$ cat src/rtl/stt_pkg.sv
`default_nettype none

package stt_pkg;

  typedef enum logic [3:0] {
    TK_LPAREN  = 4'd0,
    TK_RPAREN  = 4'd1,
    TK_LBRACE  = 4'd2,
    TK_RBRACE  = 4'd3,
    TK_COLON   = 4'd4,
    TK_COMMA   = 4'd5,
    TK_ARROW   = 4'd6,
    TK_STRING  = 4'd7,
    TK_NUMBER  = 4'd8,
    TK_KEYWORD = 4'd9,
    TK_BOOLEAN = 4'd10,
    TK_TYPE    = 4'd11,
    TK_IDENT   = 4'd12,
    TK_END     = 4'd13,
    TK_ERROR   = 4'd14
  } token_kind_e;

  typedef struct packed {
    token_kind_e kind;
    logic [15:0] start;
    logic [15:0] length;
  } token_t;

  localparam int MAX_TOKENS = 3;

  typedef token_t [MAX_TOKENS-1:0] token_set_t;

endpackage

`default_nettype wire

$ cat src/rtl/stt_word_match.sv
`default_nettype none

module stt_word_match (
  input  wire logic [2:0]          chars_seen,
  input  wire logic [7:0]          candidates,
  input  wire logic [7:0]          text_byte,
  input  wire logic                restart,
  output logic [2:0]               chars_next,
  output logic [7:0]               candidates_next,
  output stt_pkg::token_kind_e     kind_now,
  output stt_pkg::token_kind_e     kind_next
);

  // work print return true false bool int string
  localparam logic [7:0] WORD_TEXT [8][8] = '{
    '{"w", "o", "r", "k", 8'h00, 8'h00, 8'h00, 8'h00},
    '{"p", "r", "i", "n", "t", 8'h00, 8'h00, 8'h00},
    '{"r", "e", "t", "u", "r", "n", 8'h00, 8'h00},
    '{"t", "r", "u", "e", 8'h00, 8'h00, 8'h00, 8'h00},
    '{"f", "a", "l", "s", "e", 8'h00, 8'h00, 8'h00},
    '{"b", "o", "o", "l", 8'h00, 8'h00, 8'h00, 8'h00},
    '{"i", "n", "t", 8'h00, 8'h00, 8'h00, 8'h00, 8'h00},
    '{"s", "t", "r", "i", "n", "g", 8'h00, 8'h00}
  };
  localparam logic [2:0] WORD_LEN [8] = '{3'd4, 3'd5, 3'd6, 3'd4, 3'd5, 3'd4, 3'd3, 3'd6};
  localparam stt_pkg::token_kind_e WORD_KIND [8] = '{
    stt_pkg::TK_KEYWORD, stt_pkg::TK_KEYWORD, stt_pkg::TK_KEYWORD,
    stt_pkg::TK_BOOLEAN, stt_pkg::TK_BOOLEAN,
    stt_pkg::TK_TYPE, stt_pkg::TK_TYPE, stt_pkg::TK_TYPE
  };

  function automatic logic [7:0] advance(logic [2:0] k, logic [7:0] cand, logic [7:0] c);
    logic [7:0] r;
    r = cand;
    for (int i = 0; i < 8; i++) begin
      if (k >= WORD_LEN[i] || WORD_TEXT[i][k] != c) begin
        r[i] = 1'b0;
      end
    end
    return r;
  endfunction

  function automatic stt_pkg::token_kind_e resolve(logic [7:0] cand, logic [2:0] k);
    stt_pkg::token_kind_e r;
    r = stt_pkg::TK_IDENT;
    for (int i = 7; i >= 0; i--) begin
      if (cand[i] && WORD_LEN[i] == k) begin
        r = WORD_KIND[i];
      end
    end
    return r;
  endfunction

  logic [2:0] k;
  logic [7:0] cand;

  assign k    = restart ? 3'd0 : chars_seen;
  assign cand = restart ? 8'hFF : candidates;

  assign candidates_next = advance(k, cand, text_byte);
  assign chars_next      = (k == 3'd7) ? 3'd7 : k + 3'd1;
  assign kind_now        = resolve(candidates, chars_seen);
  assign kind_next       = resolve(candidates_next, chars_next);

endmodule

`default_nettype wire

$ cat src/rtl/stt_scan.sv
`default_nettype none

module stt_scan #(
  parameter int POSITION_BITS = 16
) (
  input  wire logic                clk,
  input  wire logic                rst,
  input  wire logic                accept,
  input  wire logic [7:0]          text_byte,
  input  wire logic                byte_present,
  input  wire logic                final_item,
  output stt_pkg::token_set_t      toks,
  output logic [1:0]               tok_count
);

  typedef enum logic [2:0] {
    MODE_IDLE,
    MODE_MINUS,
    MODE_STRING,
    MODE_NUMBER,
    MODE_WORD
  } mode_t;

  localparam logic [POSITION_BITS-1:0] POS_MAX = '1;

  function automatic logic [15:0] to16(logic [POSITION_BITS-1:0] v);
    logic [POSITION_BITS+15:0] w;
    w = {16'b0, v};
    return w[15:0];
  endfunction

  function automatic logic [POSITION_BITS-1:0] span(logic [POSITION_BITS-1:0] e,
                                                    logic [POSITION_BITS-1:0] s);
    return (e > s) ? e - s : '0;
  endfunction

  function automatic stt_pkg::token_t mk_tok(stt_pkg::token_kind_e k, logic [15:0] s,
                                             logic [15:0] l);
    stt_pkg::token_t t;
    t.kind   = k;
    t.start  = s;
    t.length = l;
    return t;
  endfunction

  function automatic logic is_digit(logic [7:0] c);
    return c >= "0" && c <= "9";
  endfunction

  function automatic logic is_alpha(logic [7:0] c);
    return (c >= "a" && c <= "z") || (c >= "A" && c <= "Z");
  endfunction

  function automatic logic is_space(logic [7:0] c);
    return c == " " || (c >= 8'd9 && c <= 8'd13);
  endfunction

  mode_t                     mode, mode_next;
  logic [POSITION_BITS-1:0]  pos, pos_next;
  logic [POSITION_BITS-1:0]  origin, origin_next;
  logic [2:0]                chars, chars_next;
  logic [7:0]                cand, cand_next;

  logic                      word_cont;
  logic [2:0]                wm_chars;
  logic [7:0]                wm_cand;
  stt_pkg::token_kind_e      kind_now, kind_next;

  assign word_cont = (mode == MODE_WORD) && (is_alpha(text_byte) || is_digit(text_byte));

  stt_word_match u_word (
    .chars_seen      (chars),
    .candidates      (cand),
    .text_byte       (text_byte),
    .restart         (!word_cont),
    .chars_next      (wm_chars),
    .candidates_next (wm_cand),
    .kind_now        (kind_now),
    .kind_next       (kind_next)
  );

  always_comb begin
    logic                     taken;
    logic [1:0]               n;
    logic [POSITION_BITS-1:0] str_start;
    mode_next   = mode;
    pos_next    = pos;
    origin_next = origin;
    chars_next  = chars;
    cand_next   = cand;
    toks        = '0;
    n           = 2'd0;
    taken       = 1'b0;
    str_start   = (origin < POS_MAX) ? origin + POSITION_BITS'(1) : POS_MAX;

    if (byte_present) begin
      case (mode)
        MODE_MINUS: begin
          if (text_byte == ">") begin
            toks[n] = mk_tok(stt_pkg::TK_ARROW, to16(origin), 16'd2);
            n = n + 2'd1;
            mode_next = MODE_IDLE;
            taken = 1'b1;
          end else begin
            toks[n] = mk_tok(stt_pkg::TK_ERROR, to16(origin), 16'd1);
            n = n + 2'd1;
          end
        end
        MODE_STRING: begin
          if (text_byte == "\"") begin
            toks[n] = mk_tok(stt_pkg::TK_STRING, to16(str_start),
                             to16(span(pos, str_start)));
            n = n + 2'd1;
            mode_next = MODE_IDLE;
          end
          taken = 1'b1;
        end
        MODE_NUMBER: begin
          if (is_digit(text_byte)) begin
            taken = 1'b1;
          end else begin
            toks[n] = mk_tok(stt_pkg::TK_NUMBER, to16(origin), to16(span(pos, origin)));
            n = n + 2'd1;
          end
        end
        MODE_WORD: begin
          if (word_cont) begin
            chars_next = wm_chars;
            cand_next  = wm_cand;
            taken = 1'b1;
          end else begin
            toks[n] = mk_tok(kind_now, to16(origin), to16(span(pos, origin)));
            n = n + 2'd1;
          end
        end
        default: begin
        end
      endcase

      if (!taken) begin
        mode_next = MODE_IDLE;
        if (!is_space(text_byte)) begin
          case (text_byte)
            "(": begin
              toks[n] = mk_tok(stt_pkg::TK_LPAREN, to16(pos), 16'd1);
              n = n + 2'd1;
            end
            ")": begin
              toks[n] = mk_tok(stt_pkg::TK_RPAREN, to16(pos), 16'd1);
              n = n + 2'd1;
            end
            "{": begin
              toks[n] = mk_tok(stt_pkg::TK_LBRACE, to16(pos), 16'd1);
              n = n + 2'd1;
            end
            "}": begin
              toks[n] = mk_tok(stt_pkg::TK_RBRACE, to16(pos), 16'd1);
              n = n + 2'd1;
            end
            ":": begin
              toks[n] = mk_tok(stt_pkg::TK_COLON, to16(pos), 16'd1);
              n = n + 2'd1;
            end
            ",": begin
              toks[n] = mk_tok(stt_pkg::TK_COMMA, to16(pos), 16'd1);
              n = n + 2'd1;
            end
            default: begin
              origin_next = pos;
              if (text_byte == "-") begin
                mode_next = MODE_MINUS;
              end else if (text_byte == "\"") begin
                mode_next = MODE_STRING;
              end else if (is_digit(text_byte)) begin
                mode_next = MODE_NUMBER;
              end else if (is_alpha(text_byte)) begin
                mode_next  = MODE_WORD;
                chars_next = wm_chars;
                cand_next  = wm_cand;
              end else begin
                toks[n] = mk_tok(stt_pkg::TK_ERROR, to16(pos), 16'd1);
                n = n + 2'd1;
              end
            end
          endcase
        end
      end
      pos_next = (pos < POS_MAX) ? pos + POSITION_BITS'(1) : POS_MAX;
    end

    if (final_item) begin
      case (mode_next)
        MODE_MINUS: begin
          toks[n] = mk_tok(stt_pkg::TK_ERROR, to16(origin_next), 16'd1);
          n = n + 2'd1;
        end
        MODE_STRING: begin
          toks[n] = mk_tok(stt_pkg::TK_ERROR, to16(origin_next),
                           to16(span(pos_next, origin_next)));
          n = n + 2'd1;
        end
        MODE_NUMBER: begin
          toks[n] = mk_tok(stt_pkg::TK_NUMBER, to16(origin_next),
                           to16(span(pos_next, origin_next)));
          n = n + 2'd1;
        end
        MODE_WORD: begin
          // a byte in this transaction always advanced the match
          toks[n] = mk_tok(byte_present ? kind_next : kind_now, to16(origin_next),
                           to16(span(pos_next, origin_next)));
          n = n + 2'd1;
        end
        default: begin
        end
      endcase
      toks[n] = mk_tok(stt_pkg::TK_END, to16(pos_next), 16'd0);
      n = n + 2'd1;
      mode_next   = MODE_IDLE;
      pos_next    = '0;
      origin_next = '0;
      chars_next  = 3'd0;
      cand_next   = 8'hFF;
    end
    tok_count = n;
  end

  always_ff @(posedge clk) begin
    if (rst) begin
      mode   <= MODE_IDLE;
      pos    <= '0;
      origin <= '0;
      chars  <= 3'd0;
      cand   <= 8'hFF;
    end else if (accept) begin
      mode   <= mode_next;
      pos    <= pos_next;
      origin <= origin_next;
      chars  <= chars_next;
      cand   <= cand_next;
    end
  end

`ifndef ASSERT_OFF
  a_final_resets: assert property (@(posedge clk) disable iff (rst)
    accept && final_item |=> pos == '0 && mode == MODE_IDLE)
    else $error("scanner state not cleared after end of input");

  a_final_emits: assert property (@(posedge clk) disable iff (rst)
    accept && final_item |-> tok_count != 2'd0)
    else $error("end of input produced no end token");
`endif

endmodule

`default_nettype wire

$ cat src/rtl/stt_out_buf.sv
`default_nettype none

module stt_out_buf (
  input  wire logic                clk,
  input  wire logic                rst,
  input  wire logic                load,
  input  wire stt_pkg::token_set_t toks,
  input  wire logic [1:0]          tok_count,
  input  wire logic                out_stall,
  output logic                     out_valid,
  output stt_pkg::token_t          out_tok,
  output logic                     out_last,
  output logic                     busy
);

  stt_pkg::token_set_t slots;
  logic [1:0]          remaining;
  logic [1:0]          rd;
  logic                pop;

  assign out_valid = remaining != 2'd0;
  assign out_last  = remaining == 2'd1;
  assign out_tok   = slots[rd];
  assign pop       = out_valid && !out_stall;
  // room for a new transaction once at most the last result is leaving
  assign busy      = (remaining > 2'd1) || (remaining == 2'd1 && out_stall);

  always_ff @(posedge clk) begin
    if (rst) begin
      remaining <= 2'd0;
      rd        <= 2'd0;
    end else if (load) begin
      remaining <= tok_count;
      rd        <= 2'd0;
    end else if (pop) begin
      remaining <= remaining - 2'd1;
      rd        <= rd + 2'd1;
    end
  end

  always_ff @(posedge clk) begin
    if (load) begin
      slots <= toks;
    end
  end

`ifndef ASSERT_OFF
  a_no_overwrite: assert property (@(posedge clk) disable iff (rst)
    load |-> remaining == 2'd0 || (remaining == 2'd1 && pop))
    else $error("pending results overwritten");

  a_end_is_last: assert property (@(posedge clk) disable iff (rst)
    out_valid && out_tok.kind == stt_pkg::TK_END |-> out_last)
    else $error("end token not last of its transaction");

  a_drain_empty: assert property (@(posedge clk) disable iff (rst)
    pop && out_last && !load |=> !out_valid)
    else $error("results shown after last was taken");
`endif

endmodule

`default_nettype wire

$ cat src/rtl/source_text_tokenizer_top.sv
`default_nettype none

// Source text tokenizer. Takes at most one text byte per input transaction and
// returns tokens as kind, start offset and length (token_kind, token_start,
// token_length); last_of_run marks the final token caused by one input
// transaction. A transaction with final_item set flushes any open token and
// closes with an end token, after which offsets restart from zero. An input
// transaction is taken every cycle while each byte yields at most one token and
// the output is not stalled; a byte that yields two or three tokens holds off the
// input while the three-entry result buffer drains a token each unstalled cycle.
// Results appear on the cycle after the byte is taken. Offsets saturate at
// 2^POSITION_BITS - 1 and are reported in their low 16 bits.
module source_text_tokenizer_top #(
  parameter int POSITION_BITS = 16
) (
  input  wire logic        clk,
  input  wire logic        rst,
  input  wire logic        in_valid,
  output logic             in_stall,
  input  wire logic [7:0]  text_byte,
  input  wire logic        byte_present,
  input  wire logic        final_item,
  output logic             out_valid,
  input  wire logic        out_stall,
  output logic [3:0]       token_kind,
  output logic [15:0]      token_start,
  output logic [15:0]      token_length,
  output logic             last_of_run
);

  logic                accept;
  stt_pkg::token_set_t toks;
  logic [1:0]          tok_count;
  stt_pkg::token_t     out_tok;
  logic                busy;

  assign in_stall = busy;
  assign accept   = in_valid && !busy;

  stt_scan #(
    .POSITION_BITS (POSITION_BITS)
  ) u_scan (
    .clk          (clk),
    .rst          (rst),
    .accept       (accept),
    .text_byte    (text_byte),
    .byte_present (byte_present),
    .final_item   (final_item),
    .toks         (toks),
    .tok_count    (tok_count)
  );

  stt_out_buf u_buf (
    .clk       (clk),
    .rst       (rst),
    .load      (accept),
    .toks      (toks),
    .tok_count (tok_count),
    .out_stall (out_stall),
    .out_valid (out_valid),
    .out_tok   (out_tok),
    .out_last  (last_of_run),
    .busy      (busy)
  );

  assign token_kind   = out_tok.kind;
  assign token_start  = out_tok.start;
  assign token_length = out_tok.length;

endmodule

`default_nettype wire
$ cat config.mk
export PLATFORM = sky130hd
export DESIGN_NAME = source_text_tokenizer_top
export DESIGN_NICKNAME = d
export VERILOG_FILES = /design/src/rtl/stt_pkg.sv /design/src/rtl/stt_word_match.sv /design/src/rtl/stt_scan.sv /design/src/rtl/stt_out_buf.sv /design/src/rtl/source_text_tokenizer_top.sv
export SDC_FILE = /design/constraint.sdc
export NUM_CORES = 1
export LEC_CHECK = 0
export BUFFER_PORTS_ARGS = -buffer_cell sky130_fd_sc_hd__buf_2
export CAP_MARGIN = 30
export CORE_MARGIN = 8
export CORE_UTILIZATION = 40
export CTS_BUF_LIST = sky130_fd_sc_hd__clkbuf_4 sky130_fd_sc_hd__clkbuf_8
export DETAILED_ROUTE_END_ITERATION = 10
export SKIP_CTS_REPAIR_TIMING = 1
export SYNTH_ARGS = -nofsm -noshare
export SYNTH_HDL_FRONTEND = slang
export SYNTH_HIERARCHICAL = 1
export SYNTH_SLANG_ARGS = --single-unit
$ cat constraint.sdc
create_clock -name clk -period 6.4 [get_ports clk]
set_input_delay 1.28 -clock clk [delete_from_list [all_inputs] [get_ports clk]]
set_output_delay 1.28 -clock clk [all_outputs]
set_load 0.01 [all_outputs]
==> key figures <==
Layout
  – P&R area growth vs syn: 8.80%
  – Register area: 0.00425 mm²
  – Commonest non-fill, non-tap cells in the layout: nor2_1, nand2_1, edfxtp_1, a21oi_1, o21ai_0
  – Layout fillers: 3416
  – Commonest non-fill, non-tap cell in the layout: nor2_1
  – Final Cell Area: 0.0153 mm²
  – Footprint of the multi-input gates: 0.00896 mm²
  – Layout cells sized above 1: 12.1%
  – Number of nets in the layout: 1828
  – Ant. Diodes: 0

Synth
  – Adder-Cell Fraction of Synth Area: 6.38%
  – Synth Area per Inst: 8.22 µm²
  – Post-synth top area share: 23.0%
  – Top_reg_cell synth: edfxtp_1
  – Yosys reg bits: 158
  – Gate Count Post-Synth: 1714
  – Post-synth EDFFs: 108
  – Synth Area in Simple Gates: 22.7%
  – Xor and xnor area share after synthesis: 4.30%
  – Multiplexer share of the synthesized area: 4.66%
  – Library cells used by synthesis: 107
  – Main combinational cell family by area after synthesis: compound AO/OA/AOI/OAI gates
  – Synth Warn #: 6
  – Seq/Total Area, Yosys: 30.1%
  – Synth area leader: edfxtp_1
  – Asr flop ratio synth: 0%
  – Dominant cells by area after synthesis: edfxtp_1, dfxtp_1, ha_1
  – Cell Area, Synth: 0.0141 mm²
  – Compound-gate portion of the synthesized area: 25.5%

Placed design
  – Input/output buffers: 52
  – Post-DP Area: 0.0149 mm²
  – GP Congestion: 0.995
  – HPWL Detailed: 39400 µm

Critical path
  – Worst Path Max Fanout: 23
  – CP Cell Sequence: buf_2, nor3_1, a211o_1, o21ai_2, inv_1, nand2b_1, inv_1, ha_1, xnor2_1, a2111oi_2, o22ai_1, a2111o_1, o221a_1, nor2b_4, nor2b_4, mux2_2, nand2_1, o21ai_0, a21oi_1, o21ai_0
  – Critical Path RT: 6.60 ns
  – Buf+Inv Stages, Crit Path: 3
  – Setup crit end kind: register
  – Critical path's slowest cell: a2111o_1
  – Crit path kind: in2reg
  – Worst Setup Start Kind: primary input
  – WP data arrival: 5.98 ns
  – Crit-path max cell delay: 0.41 ns
  – CP delay by family, top: compound AO/OA/AOI/OAI gates

Route
  – Wl on met1: 23900 µm
  – DR WL met3: 4200 µm
  – DR vias: 13700
  – DR WL/cell: 23.2 µm
  – DR iter-0 viols: 1825
  – Top layer in use: met4
  – First-pass DRT Iterations: 6
  – Post-route DRC: 0
  – Post-Route WL: 51300 µm
  – Vias/cell: 6.20
  – Metal2 WL: 21700 µm
  – Final antenna-violating net count: 0

Clock network
  – CTS tree: yes
  – Root Buffer: clkbuf_8
  – CTS Buf Count: 17
  – Worst-Skew Late Latency: 0.48 ns
  – H-tree Lvls: 4
  – Bufs on Longest Clock Path: 2
  – Num Clock Sinks: 158
  – Clock Pin Slew Worst Setup and Hold Paths: 0.09 ns

STA
  – Worst-margin pin slew: 1.03 ns
  – Max-slew headroom: 31.1%
  – Final period util: 90.2%
  – Clk_skew: 0.0203 ns
  – FMAX: 0.173 GHz
  – Sum Neg Setup Slack: 0 ns
  – Post-layout min period: 5.77 ns
  – Hold Vio Cnt, Final: 0
  – Endpoints failing setup: 0
  – Unrepaired setup endpoints after global routing: no
  – Final Max Tran Viols: 0

Global routing
  – Largest net degree at the start of global routing: 68
  – Initial antenna violation count: 0
  – GRT Residual Overflow: 0
  – Vias in the first global route: 12500
  – GRT Total Usage: 24.0%
  – First-pass GRT wire length: 78000 µm

Die
  – Die H: 204 µm
  – Top-level I/O count: 53
  – Effective utilization at floorplan: 40.7%
  – Full die area: 0.0415 mm²
  – Die extent in x: 204 µm
  – Core footprint: 0.0346 mm²
  – # rows: 68

Outcome
  – Status: complete, no violations

Power and ir drop
  – Power Dens Cells: 174 mW/mm²
  – Leak: 5.59 nW
  – Maximum resistive drop on vdd: 0.000150 V

Run
  – MaxCap Viol Count: 0

Min path
  – HP Class: reg2reg
[power by group]
part           switching (W)  internal [W]  leakage (nW)
sequential         0.0000277       0.00120          1.49
combinational       0.000400      0.000208          3.88
clock               0.000414      0.000422         0.217
[metal layers]
layer  track usage, %  vias up
li1                 -     6387
met1             35.6     6541
met2             35.8      704
met3             2.43       79
met4             8.31        0
met5                0        -
[layout make-up]
class                           count  share of cell area, %
Timing Repair Buffer              120                   5.11
Clock inverter                     11                   1.04
Sequential cell                   158                   27.7
Multi-Input combinational cell   1360                   58.5
Tap cell                          455                   3.72
Inverter                           87                   2.13
Clock buffer                       21                   1.80
[cell usage after synthesis (all sizes together), types with 34 or more instances]
library cell	count
nor3	61
o22ai	49
clkbuf	66
inv	87
o21ai	133
buf	44
dfxtp	50
nand3	43
nor2b	35
a21oi	108
ha	67
nor2	174
nand2b	34
mux2i	58
xnor2	44
edfxtp	108
nand2	146
[logic make-up (layout without fill, tap and decap cells)]
| family | after synthesis | count (layout) |
|---|---|---|
| AO/OA/AOI/OAI | 527 | 527 |
| XOR/XNOR | 67 | 67 |
| adder cells (fa/ha/maj) | 70 | 70 |
| buffers and inverters | 197 | 239 |
| flip-flops | 158 | 158 |
| multiplexers | 64 | 64 |
| other | 1 | 2 |
| AND/OR/NAND/NOR | 630 | 630 |
[registers in the layout, indices dropped and copies added (netlist names)]
register         cells
u_buf/rd             2
u_buf/slots        108
u_scan/chars         3
u_buf/remaining      2
u_scan/mode          3
u_scan/cand          8
u_scan/origin       16
u_scan/pos          16
[path summary, 6_finish.rpt]
kind         depth (start not counted)                          end                           from  slack (ns)
max                                 20   u_buf/slots[106]$_DFFE_PP_                   text_byte[1]        0.63
min                                  2  u_scan/cand[6]$_SDFFE_PP1P_    u_scan/cand[6]$_SDFFE_PP1P_        0.49
max reg2reg                         16    u_buf/slots[15]$_DFFE_PP_  u_scan/origin[0]$_SDFFE_PP0P_        1.03
min reg2reg                          2  u_scan/cand[6]$_SDFFE_PP1P_    u_scan/cand[6]$_SDFFE_PP1P_        0.49
[worst min-delay path, cell delays in order, from the launching register on]
cell and delay [ns]:
dfxtp_1 0.34, o22ai_1 0.07, nand2b_1 0.06
[metrics by stage]
step | hold slack [ns] | setup WS, ns | util [%] | power [W] | std cells
detailed placement | 0.469 | 0.259 | 43.0 | 0.00185 | 2180
CTS | 0.492 | 0.746 | 44.2 | 0.00268 | 2212
global placement | 0.456 | 0.337 | 42.9 | 0.00185 | 2179
global route | 0.556 | 0.266 | 44.2 | 0.00278 | 2212
finish | 0.495 | 0.626 | 44.2 | 0.00267 | 2212
floorplan | 0.437 | 0.632 | - | 0.00164 | 1715
Power figures use the tool's default switching activity.
